`config.mk`:
```
export PLATFORM = sky130hd
export DESIGN_NAME = indexed_doubly_linked_list
export DESIGN_NICKNAME = d
export VERILOG_FILES = /design/src/rtl/core/idll_pkg.sv /design/src/rtl/core/idll_cell.sv /design/src/rtl/core/idll_ctrl.sv /design/src/rtl/core/indexed_doubly_linked_list.sv
export SDC_FILE = /design/constraint.sdc
export NUM_CORES = 2
export LEC_CHECK = 0
export BUFFER_PORTS_ARGS = -buffer_cell sky130_fd_sc_hd__buf_2
export CORE_ASPECT_RATIO = 1.4
export CORE_MARGIN = 5
export CORE_UTILIZATION = 40
export DETAILED_ROUTE_END_ITERATION = 8
export GPL_TIMING_DRIVEN = 0
export HOLD_SLACK_MARGIN = 0.06
export PLACE_DENSITY_LB_ADDON = 0.12
export SYNTH_ARGS = -nofsm -noshare
export SYNTH_HDL_FRONTEND = slang
export SYNTH_SLANG_ARGS = --single-unit
```
`constraint.sdc`:
```
create_clock -name clk -period 7.94 [get_ports clk]
set_clock_uncertainty 0.2 [all_clocks]
set_input_delay 1.191 -clock clk [delete_from_list [all_inputs] [get_ports clk]]
set_output_delay 1.191 -clock clk [all_outputs]
set_load 0.1 [all_outputs]
```
`src/rtl/core/idll_pkg.sv`:
```
`timescale 1ns / 1ps
// Shared types, command and status codes for the indexed doubly linked list.
package idll_pkg;

  // Pool size and derived widths.
  localparam int CAPACITY = 16;
  localparam int DATA_W   = 32;
  localparam int IDX_W    = $clog2(CAPACITY);
  localparam int POS_W    = $clog2(CAPACITY + 1);

  // Command codes carried in the request.
  localparam logic [3:0] CMD_PREPEND    = 4'd0;
  localparam logic [3:0] CMD_APPEND     = 4'd1;
  localparam logic [3:0] CMD_INSERT_AT  = 4'd2;
  localparam logic [3:0] CMD_PEEK_FIRST = 4'd3;
  localparam logic [3:0] CMD_PEEK_LAST  = 4'd4;
  localparam logic [3:0] CMD_READ_AT    = 4'd5;
  localparam logic [3:0] CMD_RM_FIRST   = 4'd6;
  localparam logic [3:0] CMD_RM_LAST    = 4'd7;
  localparam logic [3:0] CMD_RM_AT      = 4'd8;
  localparam logic [3:0] CMD_REPLACE    = 4'd9;
  localparam logic [3:0] CMD_FIND       = 4'd10;

  // Status codes returned with every result.
  localparam logic [1:0] STAT_OK        = 2'd0;
  localparam logic [1:0] STAT_FULL      = 2'd1;
  localparam logic [1:0] STAT_RANGE     = 2'd2;
  localparam logic [1:0] STAT_NOT_FOUND = 2'd3;

  // Request payload.
  typedef struct packed {
    logic [3:0]        cmd;
    logic [DATA_W-1:0] data_in;
    logic [POS_W-1:0]  position;
  } in_req_t;

  // Result payload.
  typedef struct packed {
    logic [1:0]        status;
    logic [DATA_W-1:0] data_out;
    logic [IDX_W-1:0]  found_position;
    logic [POS_W-1:0]  element_count;
  } out_rsp_t;

  // What one storage cell does at the next edge.
  typedef enum logic [1:0] {
    CELL_HOLD,
    CELL_SHR,
    CELL_SHL,
    CELL_LOAD
  } cell_op_t;

  // Per-cell control from the controller.
  typedef struct packed {
    cell_op_t op;
    logic     kill;
  } cell_ctl_t;

  // Search probe that travels one cell per cycle.
  typedef struct packed {
    logic              vld;
    logic [DATA_W-1:0] data;
  } probe_t;

endpackage

```
`src/rtl/core/idll_cell.sv`:
```
`timescale 1ns / 1ps
// One storage cell of the list: holds one element word and one stage of the search probe.
module idll_cell (
  input  logic                       clk,
  input  logic                       rst_n,
  input  idll_pkg::cell_ctl_t        ctl,
  input  logic [idll_pkg::DATA_W-1:0] load_word,
  input  logic [idll_pkg::DATA_W-1:0] left_word,
  input  logic [idll_pkg::DATA_W-1:0] right_word,
  input  idll_pkg::probe_t           probe_in,
  output logic [idll_pkg::DATA_W-1:0] word,
  output idll_pkg::probe_t           probe_out,
  output logic                       hit
);

  logic [idll_pkg::DATA_W-1:0] word_r;
  logic [idll_pkg::DATA_W-1:0] word_nxt;
  logic                        probe_vld_r;
  logic                        probe_vld_nxt;
  logic [idll_pkg::DATA_W-1:0] probe_data_r;

  // Element word: hold, take a neighbor's word, or load the request word.
  always_comb begin
    case (ctl.op)
      idll_pkg::CELL_SHR:  word_nxt = left_word;
      idll_pkg::CELL_SHL:  word_nxt = right_word;
      idll_pkg::CELL_LOAD: word_nxt = load_word;
      default:             word_nxt = word_r;
    endcase
  end

  always_ff @(posedge clk) begin
    word_r <= word_nxt;
  end

  // The probe moves on to the next cell every cycle unless the search is over.
  assign probe_vld_nxt = probe_in.vld && !ctl.kill;

  always_ff @(posedge clk) begin
    if (!rst_n) begin
      probe_vld_r <= 1'b0;
    end else begin
      probe_vld_r <= probe_vld_nxt;
    end
  end

  always_ff @(posedge clk) begin
    probe_data_r <= probe_in.data;
  end

  // The probe matches the word held here.
  assign hit           = probe_vld_r && (probe_data_r == word_r);
  assign word          = word_r;
  assign probe_out.vld = probe_vld_r;
  assign probe_out.data = probe_data_r;

endmodule

```
`src/rtl/core/idll_ctrl.sv`:
```
`timescale 1ns / 1ps
// Command decode, element count, cell control and result register of the list.
module idll_ctrl (
  input  logic                        clk,
  input  logic                        rst_n,
  input  logic                        in_valid,
  output logic                        in_ready,
  input  idll_pkg::in_req_t           in_req,
  output logic                        out_valid,
  input  logic                        out_ready,
  output idll_pkg::out_rsp_t          out_rsp,
  input  logic [idll_pkg::DATA_W-1:0] word_i [idll_pkg::CAPACITY],
  input  logic [idll_pkg::CAPACITY-1:0] hit_i,
  input  logic [idll_pkg::CAPACITY-1:0] probe_vld_i,
  output idll_pkg::cell_ctl_t         ctl_o [idll_pkg::CAPACITY],
  output idll_pkg::probe_t            launch_o
);

  typedef enum logic [1:0] {
    S_IDLE = 2'b01,
    S_FIND = 2'b10
  } state_t;

  state_t                       state_r;
  state_t                       state_nxt;
  logic [idll_pkg::POS_W-1:0]   count_r;
  logic [idll_pkg::POS_W-1:0]   count_nxt;
  logic                         out_vld_r;
  logic                         out_vld_nxt;
  idll_pkg::out_rsp_t           out_rsp_r;
  idll_pkg::out_rsp_t           out_rsp_nxt;

  logic                         accept;
  logic                         full;
  logic                         empty;
  logic [idll_pkg::POS_W-1:0]   last;
  logic [idll_pkg::POS_W-1:0]   tgt;
  logic [1:0]                   stat;
  logic                         rd_en;
  logic                         ins_en;
  logic                         rm_en;
  logic                         rep_en;
  logic                         find_go;
  logic [idll_pkg::POS_W-1:0]   cnt_new;
  logic [idll_pkg::DATA_W-1:0]  rd_word;
  logic [idll_pkg::IDX_W-1:0]   hit_pos;
  logic                         probe_end;

  assign in_ready = (state_r == S_IDLE) && (!out_vld_r || out_ready);
  assign accept   = in_valid && in_ready;
  assign full     = (count_r == idll_pkg::POS_W'(idll_pkg::CAPACITY));
  assign empty    = (count_r == '0);
  assign last     = count_r - idll_pkg::POS_W'(1);

  // Decode the request against the current element count.
  always_comb begin
    stat    = idll_pkg::STAT_OK;
    tgt     = '0;
    rd_en   = 1'b0;
    ins_en  = 1'b0;
    rm_en   = 1'b0;
    rep_en  = 1'b0;
    find_go = 1'b0;
    case (in_req.cmd)
      idll_pkg::CMD_PREPEND: begin
        if (full) begin
          stat = idll_pkg::STAT_FULL;
        end else begin
          ins_en = 1'b1;
        end
      end
      idll_pkg::CMD_APPEND: begin
        tgt = count_r;
        if (full) begin
          stat = idll_pkg::STAT_FULL;
        end else begin
          ins_en = 1'b1;
        end
      end
      idll_pkg::CMD_INSERT_AT: begin
        tgt = in_req.position;
        if (in_req.position > count_r) begin
          stat = idll_pkg::STAT_RANGE;
        end else if (full) begin
          stat = idll_pkg::STAT_FULL;
        end else begin
          ins_en = 1'b1;
        end
      end
      idll_pkg::CMD_PEEK_FIRST, idll_pkg::CMD_RM_FIRST: begin
        if (empty) begin
          stat = idll_pkg::STAT_RANGE;
        end else begin
          rd_en = 1'b1;
          rm_en = (in_req.cmd == idll_pkg::CMD_RM_FIRST);
        end
      end
      idll_pkg::CMD_PEEK_LAST, idll_pkg::CMD_RM_LAST: begin
        tgt = last;
        if (empty) begin
          stat = idll_pkg::STAT_RANGE;
        end else begin
          rd_en = 1'b1;
          rm_en = (in_req.cmd == idll_pkg::CMD_RM_LAST);
        end
      end
      idll_pkg::CMD_READ_AT, idll_pkg::CMD_RM_AT, idll_pkg::CMD_REPLACE: begin
        tgt = in_req.position;
        if (in_req.position >= count_r) begin
          stat = idll_pkg::STAT_RANGE;
        end else begin
          rd_en  = 1'b1;
          rm_en  = (in_req.cmd == idll_pkg::CMD_RM_AT);
          rep_en = (in_req.cmd == idll_pkg::CMD_REPLACE);
        end
      end
      idll_pkg::CMD_FIND: begin
        if (empty) begin
          stat = idll_pkg::STAT_NOT_FOUND;
        end else begin
          find_go = 1'b1;
        end
      end
      default: begin
        stat = idll_pkg::STAT_RANGE;
      end
    endcase
  end

  // Word at the target position; only used when the position is in range.
  assign rd_word = word_i[tgt[idll_pkg::IDX_W-1:0]];

  always_comb begin
    if (ins_en) begin
      cnt_new = count_r + idll_pkg::POS_W'(1);
    end else if (rm_en) begin
      cnt_new = last;
    end else begin
      cnt_new = count_r;
    end
  end

  // Position of the cell that the probe matched; at most one cell holds the probe.
  always_comb begin
    hit_pos = '0;
    for (int k = 0; k < idll_pkg::CAPACITY; k++) begin
      if (hit_i[k]) begin
        hit_pos = hit_pos | idll_pkg::IDX_W'(k);
      end
    end
  end

  // The probe has reached the last element; a match there takes priority.
  assign probe_end = probe_vld_i[last[idll_pkg::IDX_W-1:0]];

  // Sequencing, cell control and result register.
  always_comb begin
    state_nxt     = state_r;
    count_nxt     = count_r;
    out_vld_nxt   = out_vld_r && !out_ready;
    out_rsp_nxt   = out_rsp_r;
    launch_o.vld  = 1'b0;
    launch_o.data = in_req.data_in;
    for (int k = 0; k < idll_pkg::CAPACITY; k++) begin
      ctl_o[k].op   = idll_pkg::CELL_HOLD;
      ctl_o[k].kill = 1'b0;
    end
    case (state_r)
      S_IDLE: begin
        if (accept) begin
          if (find_go) begin
            launch_o.vld = 1'b1;
            state_nxt    = S_FIND;
          end else begin
            out_vld_nxt                = 1'b1;
            out_rsp_nxt.status         = stat;
            out_rsp_nxt.data_out       = rd_en ? rd_word : '0;
            out_rsp_nxt.found_position = '0;
            out_rsp_nxt.element_count  = cnt_new;
            count_nxt                  = cnt_new;
            for (int k = 0; k < idll_pkg::CAPACITY; k++) begin
              if (ins_en && (idll_pkg::POS_W'(k) > tgt)) begin
                ctl_o[k].op = idll_pkg::CELL_SHR;
              end else if ((ins_en || rep_en) && (idll_pkg::POS_W'(k) == tgt)) begin
                ctl_o[k].op = idll_pkg::CELL_LOAD;
              end else if (rm_en && (idll_pkg::POS_W'(k) >= tgt)) begin
                ctl_o[k].op = idll_pkg::CELL_SHL;
              end
            end
          end
        end
      end
      S_FIND: begin
        if (|hit_i) begin
          out_vld_nxt                = 1'b1;
          out_rsp_nxt.status         = idll_pkg::STAT_OK;
          out_rsp_nxt.data_out       = '0;
          out_rsp_nxt.found_position = hit_pos;
          out_rsp_nxt.element_count  = count_r;
          state_nxt                  = S_IDLE;
          for (int k = 0; k < idll_pkg::CAPACITY; k++) begin
            ctl_o[k].kill = 1'b1;
          end
        end else if (probe_end) begin
          out_vld_nxt                = 1'b1;
          out_rsp_nxt.status         = idll_pkg::STAT_NOT_FOUND;
          out_rsp_nxt.data_out       = '0;
          out_rsp_nxt.found_position = '0;
          out_rsp_nxt.element_count  = count_r;
          state_nxt                  = S_IDLE;
          for (int k = 0; k < idll_pkg::CAPACITY; k++) begin
            ctl_o[k].kill = 1'b1;
          end
        end
      end
      default: begin
        state_nxt = S_IDLE;
      end
    endcase
  end

  always_ff @(posedge clk) begin
    if (!rst_n) begin
      state_r   <= S_IDLE;
      count_r   <= '0;
      out_vld_r <= 1'b0;
    end else begin
      state_r   <= state_nxt;
      count_r   <= count_nxt;
      out_vld_r <= out_vld_nxt;
    end
  end

  always_ff @(posedge clk) begin
    out_rsp_r <= out_rsp_nxt;
  end

  assign out_valid = out_vld_r;
  assign out_rsp   = out_rsp_r;

  // The element count never goes beyond the pool size.
  a_count_bound: assert property (@(posedge clk) disable iff (!rst_n)
    count_r <= idll_pkg::POS_W'(idll_pkg::CAPACITY))
    else $error("element count exceeds pool size");

  // Only one cell can ever match, since only one cell holds the probe.
  a_hit_single: assert property (@(posedge clk) disable iff (!rst_n)
    $onehot0(hit_i) && $onehot0(probe_vld_i))
    else $error("more than one cell holds or matches the probe");

  // A search never starts while an older result still occupies the register.
  a_find_out_free: assert property (@(posedge clk) disable iff (!rst_n)
    state_r == S_FIND |-> !out_vld_r)
    else $error("result register busy during a search");

  // Every command other than a search answers at the next edge.
  a_single_cycle: assert property (@(posedge clk) disable iff (!rst_n)
    accept && !find_go |=> out_vld_r)
    else $error("single-cycle command produced no result");

  // A search that has just started has its probe in the first cell.
  a_probe_alive: assert property (@(posedge clk) disable iff (!rst_n)
    state_r == S_FIND && !$past(state_r == S_FIND) |-> probe_vld_i[0])
    else $error("search started without a probe in the first cell");

endmodule

```
`src/rtl/core/indexed_doubly_linked_list.sv`:
```
`timescale 1ns / 1ps
// Top level of the indexed doubly linked list: controller and the row of storage cells.
//
// The list keeps up to CAPACITY words in a row of cells held in list order, cell 0
// being the head. Insert and remove commands shift the cells at and beyond the target
// position one place right or left all together, and reads and replace address the
// target cell directly, so every command except find answers in the cycle after it
// is accepted. A find on a non-empty list sends a probe down the row one cell per
// cycle and answers once the probe matches a word, or once it reaches the last element
// without a match. One request is worked on at a time; a new request is taken when
// the block is idle and the result register is empty or being emptied in the same
// cycle. Errors (full pool, empty list, bad position, unused command) leave the list
// unchanged and answer with a zero word.
module indexed_doubly_linked_list (
  input  logic               clk,
  input  logic               rst_n,
  input  logic               in_valid,
  output logic               in_ready,
  input  idll_pkg::in_req_t  in_req,
  output logic               out_valid,
  input  logic               out_ready,
  output idll_pkg::out_rsp_t out_rsp
);

  logic [idll_pkg::DATA_W-1:0]  word_w  [idll_pkg::CAPACITY];
  logic [idll_pkg::DATA_W-1:0]  left_w  [idll_pkg::CAPACITY];
  logic [idll_pkg::DATA_W-1:0]  right_w [idll_pkg::CAPACITY];
  idll_pkg::cell_ctl_t          ctl_w   [idll_pkg::CAPACITY];
  idll_pkg::probe_t             probe_w [idll_pkg::CAPACITY + 1];
  logic [idll_pkg::CAPACITY-1:0] hit_w;
  logic [idll_pkg::CAPACITY-1:0] probe_vld_w;

  // Controller.
  idll_ctrl u_ctrl (
    .clk         (clk),
    .rst_n       (rst_n),
    .in_valid    (in_valid),
    .in_ready    (in_ready),
    .in_req      (in_req),
    .out_valid   (out_valid),
    .out_ready   (out_ready),
    .out_rsp     (out_rsp),
    .word_i      (word_w),
    .hit_i       (hit_w),
    .probe_vld_i (probe_vld_w),
    .ctl_o       (ctl_w),
    .launch_o    (probe_w[0])
  );

  // Row of cells, each linked to its left and right neighbors.
  for (genvar k = 0; k < idll_pkg::CAPACITY; k++) begin : g_cell
    if (k == 0) begin : g_head
      assign left_w[k] = in_req.data_in;
    end else begin : g_left
      assign left_w[k] = word_w[k-1];
    end

    if (k == idll_pkg::CAPACITY - 1) begin : g_tail
      assign right_w[k] = '0;
    end else begin : g_right
      assign right_w[k] = word_w[k+1];
    end

    assign probe_vld_w[k] = probe_w[k+1].vld;

    idll_cell u_cell (
      .clk        (clk),
      .rst_n      (rst_n),
      .ctl        (ctl_w[k]),
      .load_word  (in_req.data_in),
      .left_word  (left_w[k]),
      .right_word (right_w[k]),
      .probe_in   (probe_w[k]),
      .word       (word_w[k]),
      .probe_out  (probe_w[k+1]),
      .hit        (hit_w[k])
    );
  end

endmodule
```
==> out/results.tsv <==
stage	metric	value	unit
run_status	status	complete, but fails checks	
run_status	failing checks	max-capacitance violations, max-slew violations	
global_route	vias in the first global route	40240	
logic_synthesis	post-synthesis sequential area ratio	53.5	%
global_route	largest net degree at the start of global routing	33	
sta	Max Slew Vio Count	9	
clocking	Post-CTS Hold Buffers	0	
floorplanning	core box area	0.127	mm2
cells_and_area	Storage cell area	0.0274	mm2
routing	Initial DRC Count	4577	
sta	min cycle time layout	6.82	ns
floorplanning	chip width	312	um
sta	Final setup viols	0	
worst_setup_path	Crit-path slowest cell	nor3_2	
logic_synthesis	post-synth top area cell	edfxtp_1	
routing	via/cell ratio	6.05	
worst_setup_path	Top cell by count, worst path	clkbuf_1	
hold_path	Hold Path Class	flop to flop	
logic_synthesis	dominant synthesized flop cell	edfxtp_1	
logic_synthesis	Synth Instances	4667	
routing	routed wire length	267	mm
logic_synthesis	Ys Warns	0	
floorplanning	die footprint	0.135	mm2
clocking	Post-CTS Resized	0	
sta	Min Hold Slack	0.152	ns
logic_synthesis	count leader, synth	nand2_1	
placement	Port Buffers	85	
logic_synthesis	top cells by area, synth	edfxtp_1 33%, dfxtp_1 21%, xor2_1 5.0%	
clocking	Num CTS Buffers	112	
routing	DR pass1 iterations	7	
logic_synthesis	EDFF count, synth	555	
sta	PnR worst setup slack	1.12	ns
global_route	first-pass GRT wire length	350	mm
logic_synthesis	Synth async-reset ratio	0	%
floorplanning	num rows	155	
logic_synthesis	Syn Nets	4721	
worst_setup_path	Crit Path Class	flop to flop	
sta	fmax	0.147	GHz
routing	final antenna-violating net count	0	
worst_setup_path	critical-path cell list	buf_6 -> inv_1 -> ha_1 -> clkbuf_1 -> inv_1 -> a22oi_1 -> buf_2 -> nand2_1 -> clkbuf_1 -> nor3_2 -> clkbuf_1 -> a31oi_1	
job	MaxCap Viol Count	2	
cells_and_area	P&R area growth vs syn	13.9	%
worst_setup_path	Crit. End Element	flop	
power_and_ir_drop	worst vdd ir	214	uV
floorplanning	I/O pin cnt	90	
worst_setup_path	CP max FO	11	
logic_synthesis	Yosys cell types	95	
global_route	antenna violations before repair	9	
sta	RSZ-0062 raised after global routing	no	
routing	WL/cell	40.1	um
logic_synthesis	Avg Cell Area, Syn	11.0	um2
global_route	Total GRT Usage	38.3	%
clocking	Clock Latency Late Sink	0.77	ns
power_and_ir_drop	Pleak	21.8	nW
floorplanning	Die H	433	um
clocking	Post-CTS Setup Bufs	0	
logic_synthesis	area share of the largest cell type after synthesis	32.5	%
sta	final worst-path cycle share	85.8	%
worst_setup_path	critical path arrival	7.06	ns
logic_synthesis	Synth Register Bits	1091	
sta	post-route setup TNS	0	ns
clocking	Worst-path clk slew	0.07	ns
global_route	total congestion overflow	0	
worst_setup_path	startpoint types	flop	
worst_setup_path	CP Data Required Time	8.18	ns
clocking	clock sinks	1091	
placement	Final Wtd Congestion	0.980	
clocking	CTS tree	yes	
sta	final hold vios	0	
placement	Setup WS pre-CTS	0.643	ns
power_and_ir_drop	P per Cell Area	248	mW/mm2
routing	drt drc	0	
sta	worst rel slew slack	-1.77	%
worst_setup_path	max incr delay on CP	1.21	ns
floorplanning	Starting Density	40.2	%
logic_synthesis	synthesized area	0.0512	mm2
sta	Worst-Margin Slew	1.51	ns
cells_and_area	fraction of layout cells with a size suffix above 1	12.9	%
routing	Via Count	40205	
cells_and_area	multi-input logic area	0.0225	mm2
logic_synthesis	most frequent cells after synthesis	651 x nand2_1, 555 x edfxtp_1, 536 x dfxtp_1	
clocking	worst-case clock buffer depth	3	
clocking	H-Tree Depth	3	
clocking	Root Buffer	clkbuf_16	
placement	hpwl dp	224	mm
cells_and_area	fill cell total of the finished layout	12026	
cells_and_area	NumNets Final	4949	
sequential cells by signal, summed over array words and instances, names as in the netlist:
register and flops:
u_ctrl.state_r 2, u_ctrl.out_rsp 43, g_cell.u_cell.probe_data_r 512, g_cell.u_cell.word 512
u_ctrl.out_valid 1, g_cell.u_cell.probe_vld_r 16, u_ctrl.count_r 5
worst paths after layout:
| path | start | end | slack (ns) | depth (start not counted) |
|---|---|---|---|---|
| max | u_ctrl.count_r[0] | g_cell[1].u_cell.word[19] | 1.12 | 12 |
| min | g_cell[2].u_cell.probe_data_r[12] | g_cell[3].u_cell.probe_data_r[12] | 0.15 | 0 |
| max reg2reg | u_ctrl.count_r[0] | g_cell[1].u_cell.word[19] | 1.12 | 12 |
| min reg2reg | g_cell[2].u_cell.probe_data_r[12] | g_cell[3].u_cell.probe_data_r[12] | 0.15 | 0 |
routing by layer:
| layer | GRT usage (%) | vias up | part of all wire [%] |
|---|---|---|---|
| met3 | 5.04 | 644 | 5.7 |
| met1 | 40.8 | 19739 | 34 |
| met4 | 39.2 | 0 | 13 |
| li1 | - | 17821 | - |
| met2 | 64.1 | 2001 | 47 |
| met5 | 0 | - | 0 |
where the power goes:
group          total [mW]  switching (mW)  leakage, nW  internal, mW
Combinational        2.36            1.75         10.3         0.607
Sequential           6.49           0.259         9.59          6.23
Clock                5.64            2.44         1.88          3.20
Total                14.5            4.45         21.8          10.0
final cells by class:
| class | count | area share [%] |
|---|---|---|
| plain buffers | 314 | 2.30 |
| flip-flops and latches | 1091 | 47.0 |
| diodes | 10 | 0.0429 |
| multi-input cells | 3214 | 38.6 |
| well taps | 1648 | 3.53 |
| clock buffers | 154 | 5.39 |
| repair buffers | 114 | 1.65 |
| clock inverters | 55 | 1.19 |
| inverters | 48 | 0.309 |
cell families (layout without fill, tap and decap cells):
group,Yosys count,count (layout),synth area share [%]
and+or+nand+nor,1423,1423,13.8
DFF,1091,1091,53.5
AOI/OAI and AO/OA,843,843,11.7
xor gates and xnor gates,518,518,8.86
muxes,421,421,8.89
buffers and inverters,362,685,2.97
adders and majority gates,9,9,0.220
other,0,10,0
worst max-delay path, delay by kind of cell (launching register included):
family / cells / cell delay, ns
adder cells (fa/ha/maj): 1 / 0.28
flip-flops: 1 / 0.45
buffers and inverters: 7 / 3.25
AO/OA/AOI/OAI: 2 / 0.53
AND/OR/NAND/NOR: 2 / 1.77
metrics by stage:
step                cells  util [%]  instance area [um2]  total power, mW
finish               6648      45.8                58300             14.5
global route         6638      45.8                58300             14.8
CTS                  6638      45.8                58300             14.5
detailed placement   6429      42.7                54500             8.90
global placement     6400      42.2                53700             8.86
floorplan            4667         -                51200             7.75
placed cells by master, fill, tap and decap left out, drive strengths merged, types with 73 or more instances in the layout:
cell type	netlist	layout
nor4	141	141
mux2i	192	192
dfxtp	536	536
nand3	108	108
edfxtp	555	555
a31oi	107	107
xor2	295	295
o21ai	223	223
xnor2	223	223
a211oi	105	105
mux2	224	224
and3	100	100
nand2	651	651
and2	73	73
clkbuf	232	386
buf	82	196
nor2	96	96
nand4	110	110
Note: power is estimated with default switching activity, not from simulation.
